`config.mk`:
```
export PLATFORM = sky130hd
export DESIGN_NAME = mzts_kw_match
export DESIGN_NICKNAME = d
export VERILOG_FILES = /design/src/rtl/assert_macros.svh /design/src/rtl/mzts_pkg.sv /design/src/rtl/mzts_kw_match.sv
export SDC_FILE = /design/constraint.sdc
export NUM_CORES = 1
export LEC_CHECK = 0
export BUFFER_PORTS_ARGS = -buffer_cell sky130_fd_sc_hd__buf_2
export CAP_MARGIN = 10
export CORE_MARGIN = 4
export CORE_UTILIZATION = 45
export DETAILED_ROUTE_END_ITERATION = 8
export GPL_ROUTABILITY_DRIVEN = 1
export PLACE_DENSITY = 0.84
export RECOVER_POWER = 100
export SYNTH_ARGS = -nofsm -noshare
export SYNTH_HDL_FRONTEND = slang
export SYNTH_SLANG_ARGS = --single-unit
```
`constraint.sdc`:
```
create_clock -name vclk -period 3.4
set_input_delay 0.68 -clock vclk [all_inputs]
set_output_delay 0.68 -clock vclk [all_outputs]
set_load 0.005 [all_outputs]
```
`src/rtl/assert_macros.svh`:
```
// Assertion helpers; clk_i and rst_ni of the enclosing module are used.
`ifndef ASSERT_MACROS_SVH
`define ASSERT_MACROS_SVH

// Property that must hold at every clock edge outside reset.
`define MZ_ASSERT(lbl, prop, msg) \
  lbl: assert property (@(posedge clk_i) disable iff (!rst_ni) (prop)) else $error(msg);

// Same-cycle implication.
`define MZ_ASSERT_IMPL(lbl, ante, cons, msg) \
  lbl: assert property (@(posedge clk_i) disable iff (!rst_ni) (ante) |-> (cons)) else $error(msg);

`endif

```
`src/rtl/mzts_pkg.sv`:
```
package mzts_pkg;

  localparam int unsigned KwMaxLen = 10;
  localparam int unsigned KwCount  = 47;
  localparam int unsigned MaxDepth = 255;

  // token kinds beyond the keyword range
  localparam logic [6:0] K_IDENT    = 7'd45;
  localparam logic [6:0] K_QIDENT   = 7'd46;
  localparam logic [6:0] K_ANON     = 7'd47;
  localparam logic [6:0] K_INT      = 7'd48;
  localparam logic [6:0] K_FLOAT    = 7'd49;
  localparam logic [6:0] K_STRING   = 7'd50;
  localparam logic [6:0] K_BOOL     = 7'd51;
  localparam logic [6:0] K_AND      = 7'd52;
  localparam logic [6:0] K_OR       = 7'd53;
  localparam logic [6:0] K_DIV      = 7'd54;
  localparam logic [6:0] K_IFF      = 7'd55;
  localparam logic [6:0] K_IMPLBY   = 7'd56;
  localparam logic [6:0] K_LE       = 7'd57;
  localparam logic [6:0] K_NEQ      = 7'd58;
  localparam logic [6:0] K_ROPEN    = 7'd59;
  localparam logic [6:0] K_RHALFR   = 7'd60;
  localparam logic [6:0] K_LT       = 7'd61;
  localparam logic [6:0] K_GE       = 7'd62;
  localparam logic [6:0] K_GT       = 7'd63;
  localparam logic [6:0] K_EQ       = 7'd64;
  localparam logic [6:0] K_IMPL     = 7'd65;
  localparam logic [6:0] K_MINUS    = 7'd66;
  localparam logic [6:0] K_CONCAT   = 7'd67;
  localparam logic [6:0] K_PLUS     = 7'd68;
  localparam logic [6:0] K_MUL      = 7'd69;
  localparam logic [6:0] K_POW      = 7'd70;
  localparam logic [6:0] K_RHALFL   = 7'd71;
  localparam logic [6:0] K_RANGE    = 7'd72;
  localparam logic [6:0] K_DOT      = 7'd73;
  localparam logic [6:0] K_ANNSTART = 7'd74;
  localparam logic [6:0] K_COLON    = 7'd75;
  localparam logic [6:0] K_SEMI     = 7'd76;
  localparam logic [6:0] K_COMMA    = 7'd77;
  localparam logic [6:0] K_LPAREN   = 7'd78;
  localparam logic [6:0] K_RPAREN   = 7'd79;
  localparam logic [6:0] K_LBRACK   = 7'd80;
  localparam logic [6:0] K_RBRACK   = 7'd81;
  localparam logic [6:0] K_LBRACE   = 7'd82;
  localparam logic [6:0] K_RBRACE   = 7'd83;
  localparam logic [6:0] K_PIPE     = 7'd84;
  localparam logic [6:0] K_AMP      = 7'd85;
  localparam logic [6:0] K_END      = 7'd86;
  localparam logic [6:0] K_ERROR    = 7'd87;

  // error codes
  localparam logic [2:0] E_NONE    = 3'd0;
  localparam logic [2:0] E_BADCHAR = 3'd1;
  localparam logic [2:0] E_BSLASH  = 3'd2;
  localparam logic [2:0] E_BANG    = 3'd3;
  localparam logic [2:0] E_LTDOT   = 3'd4;
  localparam logic [2:0] E_OPENQ   = 3'd5;
  localparam logic [2:0] E_OPENSTR = 3'd6;

  typedef logic [KwMaxLen-1:0][7:0] wbuf_t;

  // keyword text, right justified: last char in the low byte
  localparam logic [8*KwMaxLen-1:0] KW_TEXT [KwCount] = '{
    "var", "par", "opt", "set", "of", "array", "list", "tuple", "record", "enum",
    "bool", "int", "float", "string", "ann", "any", "constraint", "solve",
    "satisfy", "minimize", "maximize", "output", "predicate", "function", "test",
    "include", "if", "then", "else", "elseif", "endif", "let", "in", "where",
    "annotation", "not", "div", "mod", "xor", "union", "intersect", "diff",
    "symdiff", "subset", "superset", "true", "false"
  };
  localparam logic [3:0] KW_LEN [KwCount] = '{
    4'd3, 4'd3, 4'd3, 4'd3, 4'd2, 4'd5, 4'd4, 4'd5, 4'd6, 4'd4,
    4'd4, 4'd3, 4'd5, 4'd6, 4'd3, 4'd3, 4'd10, 4'd5,
    4'd7, 4'd8, 4'd8, 4'd6, 4'd9, 4'd8, 4'd4,
    4'd7, 4'd2, 4'd4, 4'd4, 4'd6, 4'd5, 4'd3, 4'd2, 4'd5,
    4'd10, 4'd3, 4'd3, 4'd3, 4'd3, 4'd5, 4'd9, 4'd4,
    4'd7, 4'd6, 4'd8, 4'd4, 4'd5
  };

  // one result word
  typedef struct packed {
    logic [6:0]  kind;
    logic [2:0]  err;
    logic [31:0] start;
    logic [15:0] len;
    logic [23:0] line;
    logic [15:0] col;
  } res_t;

endpackage

```
`src/rtl/mzts_kw_match.sv`:
```
module mzts_kw_match import mzts_pkg::*; (
  input  wbuf_t       wbuf_i,
  input  logic [15:0] len_i,
  output logic [6:0]  kind_o
);

  logic [KwCount-1:0] hit;

  always_comb begin
    for (int i = 0; i < KwCount; i++) begin
      hit[i] = (len_i == 16'(KW_LEN[i]));
      for (int j = 0; j < KwMaxLen; j++) begin
        if (j < int'(KW_LEN[i])) begin
          if (wbuf_i[j] != KW_TEXT[i][8*(int'(KW_LEN[i])-1-j) +: 8]) hit[i] = 1'b0;
        end
      end
    end
  end

  always_comb begin
    kind_o = K_IDENT;
    for (int i = KwCount - 1; i >= 0; i--) begin
      if (hit[i]) kind_o = (i < 45) ? 7'(i) : K_BOOL;
    end
  end

endmodule

```
# == After elaboration in Yosys (flattened, before gate mapping) ==
# Index checks and enable logic that the tools add are counted.
# totals
register_bits,0
latch_bits,0
output_inout_bits,7
input_bits,96
n_memories,0
word_cells,383
romBits,0
ram_bits,0
# classes
shift,0
n_reduce_logical,0
multipliers,0
order_cmp,0
bitwise_logic,0
n_eq_ne,111
n_div,0
add_sub_neg,0
n_mux,272
# op_table
op,n
inequality test 8 x 7 -> 1 bit (second input constant),102
2-to-1 mux 7 bit,46
2-to-1 mux 1 bit,225
equality test 16 x 3 -> 1 bit (second input constant),4
equality test 16 x 4 -> 1 bit (second input constant),3
equality test 16 x 2 -> 1 bit (second input constant),2
2-to-1 mux 5 bit,1

# == Depth between registers and ports, before layout ==
# depth
ltp_word,54
ltp_mapped,9
mapped_depth_nobuf,7

# == Worst setup path after synthesis ==
# No wires, ideal clock.
# synth_path
path_kind,input port to output port
from,input len_i[5]
to,output kind_o[5]
stages,7
required_ns,2.720
setup_slack_ns,0.117
n_path_buf,0
arrival_time_ns,2.603
cell_sequence,nor4_4 -> nand4_2 -> or4_1 -> or4_4 -> nand3_1 -> nor4_1 -> and4_1
# synth_via
elab_chain_len,54
word_cells_on_any_way,272
classes_between,9 x eq/ne; 263 x mux
# synth_lines
item,line,rtl
"start, declared",mzts_kw_match.sv:3,"input logic [15:0] len_i,"
equality test 16 x 4 -> 1 bit,mzts_kw_match.sv:11,hit[i] = (len_i == 16'(KW_LEN[i]));
2-to-1 mux 1 bit (8 in series),mzts_kw_match.sv:14,if (wbuf_i[j] != KW_TEXT[i][8*(int'(KW_LEN[i])-1-j) +: 8]) hit[i] = 1'b0;
2-to-1 mux 7 bit (44 in series),mzts_kw_match.sv:23,if (hit[i]) kind_o = (i < 45) ? 7'(i) : K_BOOL;
2-to-1 mux 7 bit (*),mzts_kw_match.sv:23,
"end, declared",mzts_kw_match.sv:4,output logic [6:0] kind_o
# Every way passes the cells marked *; elsewhere a longest branch is shown, timed or not.

# == Worst setup path after layout ==
# layout_path
from,input wbuf_i[2] (netlist bit)
to,output kind_o[5]
# layout_via
elab_chain_len,54
word_cells_on_any_way,282
classes_between,19 x eq/ne; 263 x mux
# layout_lines
item,line,rtl
"start, declared",mzts_kw_match.sv:2,"input wbuf_t wbuf_i,"
inequality test 8 x 7 -> 1 bit,mzts_kw_match.sv:14,
2-to-1 mux 1 bit (8 in series),mzts_kw_match.sv:14,
2-to-1 mux 7 bit (44 in series),mzts_kw_match.sv:23,
2-to-1 mux 7 bit (*),mzts_kw_match.sv:23,
# Marked as above.

==> qor.yml <==
status:
  status: "complete, but fails checks"
  violations: "DRC, setup timing"
worst_setup_path:
  slowest_stage: "or4_4"
  critical-path-max-stage-delay_ns: 0.61
  startpoint_type: "input pin"
  cp_common_cell: "or4_4"
  crit_fanout: 3
  crit_path_end_kind: "primary output"
  path_class: "in -> out"
  critPathTopFamily: "simple AND/OR/NAND/NOR gates"
  cp.required_ns: 2.72
  crit_buf_inv: 2
  crit_path_cell_trace: "buf_8 > nor4b_4 > nand4_1 > or4_4 > or4_4 > nand3_4 > nor4_2 > and4_1 > buf_2"
  crit_arrival_ns: 2.93
timing:
  relSlewSlack_pct: 49.1
  fin_crit_sh_pct: 106
  rsz0062_at_grt: "true"
  whs_ns: 2.12
  period_minus_slack_ns: 3.61
  tightest_slew_ns: 0.753
  setup_ws_ns: -0.205
  hold_viol_final: 0
  setup_viol: 6
  fmax_ghz: 0.277
  setup-tns-final_ns: -0.858
  drv_slew: 0
finish:
  final_common_cell: "buf_2"
  regArea_um2: 0
  final_util_pct: 79.0
  nets: 641
  seq_cell_count: 0
  diodes: 0
  instances_no_fill: 610
  drive_gt1_share_pct: 44.2
  area_growth_pct: 66.4
  nClkBuffers: 0
  multi_input_area_um2: 2460
  final_cell_mix: "buf_2 (97), buf_4 (95), nand4_1 (41), nand2_1 (41), nor2_1 (28)"
  final.fill_count: 300
route:
  drtIter0Drc: 1278
  via_per_inst: 7.33
  wire_per_inst_um: 22.7
  drt-total-wl_mm: 13.9
  route.met3.wl_mm: 2.33
  ant_nets: 0
  wl_met2_mm: 5.60
  vias: 4473
  highest_layer: "met4"
  dr.pass1.iters: 9
  drc: 329
  met1_length_mm: 4.44
pwr:
  p_leak_nw: 1.54
  p_per_area_nw_per_um2: 65.0
  ir_drop_v: 0.0000544
synthesis:
  ys_warn_count: 0
  syn_nets: 453
  netlist_area_um2: 2300
  avgSynthCellArea_um2: 6.45
  synth-seq-area-share_pct: 0
  postSynthCellCount: 357
  synthDistinctLibCells: 50
min_path:
  hold_class: "in -> out"
clocking:
  cts_hold_buf: 0
grt:
  grt_overflow_total: 0
  grt.total_usage_pct: 40.2
  grt_pass1_wl_mm: 20.3
  grt_pass1_vias: 4278
  grt_max_degree: 12
  antenna_found_initial: 0
die:
  io_pins: 103
  die_y_um: 79.5
  start_util_pct: 47.5
  die_w_um: 79.5
  dieArea_um2: 6320
  fp.coreArea_um2: 4850
  row_count: 25
flow_run:
  maxCapViolCount: 0
place:
  dpl.cell_count: 605
  gp_congestion: 1.36
  io_buffers: 102
  hpwl_mm: 10.3
==> stage by stage <==
stage | total power, W | setup WS, ns | instance area [um2]
2_1_floorplan | 0.0000729 | 0.117 | 2300
3_3_place_gp | 0.000210 | -0.0741 | 3530
3_5_place_dp | 0.000219 | -0.180 | 3530
4_1_cts | 0.000227 | -0.0907 | 3670
5_1_grt | 0.000261 | -0.216 | 3830
6_report | 0.000249 | -0.205 | 3830
==> cells by family (layout without fill, tap and decap cells) <==
family / count (synthesis) / in the layout / share of synthesized area (%)
other: 1 / 1 / 0.163
AND/OR/NAND/NOR: 319 / 319 / 90.8
AO/OA/AOI/OAI: 20 / 20 / 6.03
buffers and inverters: 17 / 203 / 2.99
==> what timing repair did <==
action	in CTS	in global routing
endpoints found under the setup margin	6	6
resized for setup	21	27
pin swaps	6	7
buffers inserted	3	2
==> where the power goes <==
group | internal [W] | switching [W] | total [W]
sequential | 0 | 0 | 0
clock | 0 | 0 | 0
combinational | 0.000120 | 0.000129 | 0.000249
total | 0.000120 | 0.000129 | 0.000249
==> Yosys cell counts, types with 2 or more instances <==
master | count | area share [%]
or4_1 | 12 | 3.9
nand3_1 | 24 | 5.2
and3_1 | 6 | 1.6
nor4bb_1 | 23 | 10
nor3_1 | 21 | 4.6
inv_1 | 5 | 0.82
nand4bb_1 | 2 | 0.98
nor2_1 | 28 | 4.6
nor4_4 | 3 | 2.8
nand3b_1 | 8 | 2.6
and2_1 | 7 | 1.9
nand2_1 | 42 | 6.8
nor4b_1 | 9 | 3.4
o21ai_0 | 4 | 0.87
and4b_1 | 13 | 5.7
nor2b_1 | 12 | 3.3
nor4_1 | 28 | 7.6
nor3b_1 | 4 | 1.3
and4_1 | 2 | 0.76
o211ai_1 | 2 | 0.65
clkbuf_1 | 10 | 1.6
nand2b_1 | 7 | 1.9
a21oi_1 | 2 | 0.43
nand4b_1 | 12 | 4.6
a31oi_1 | 2 | 0.54
or4b_1 | 3 | 1.3
or3_1 | 3 | 0.82
nand4_1 | 41 | 11
==> layer usage <==
metal | global-route usage [%] | vias to the layer above
li1 | - | 1861
met1 | 46.2 | 1884
met2 | 62.2 | 527
met3 | 14.9 | 201
met4 | 25.4 | 0
met5 | 0 | -
==> final cells by class <==
type / count / share of cell area, %
Multi-Input combinational cell: 340 / 64.2
Timing Repair Buffer: 198 / 33.1
Tap cell: 67 / 2.19
Inverter: 5 / 0.490
==> worst paths after layout <==
check	cells after the start	to	slack, ns	startpoint
max	9	kind_o[5]	-0.21	wbuf_i[2]
min	7	kind_o[1]	2.12	wbuf_i[76]
Note: power is estimated with default switching activity, not from simulation.
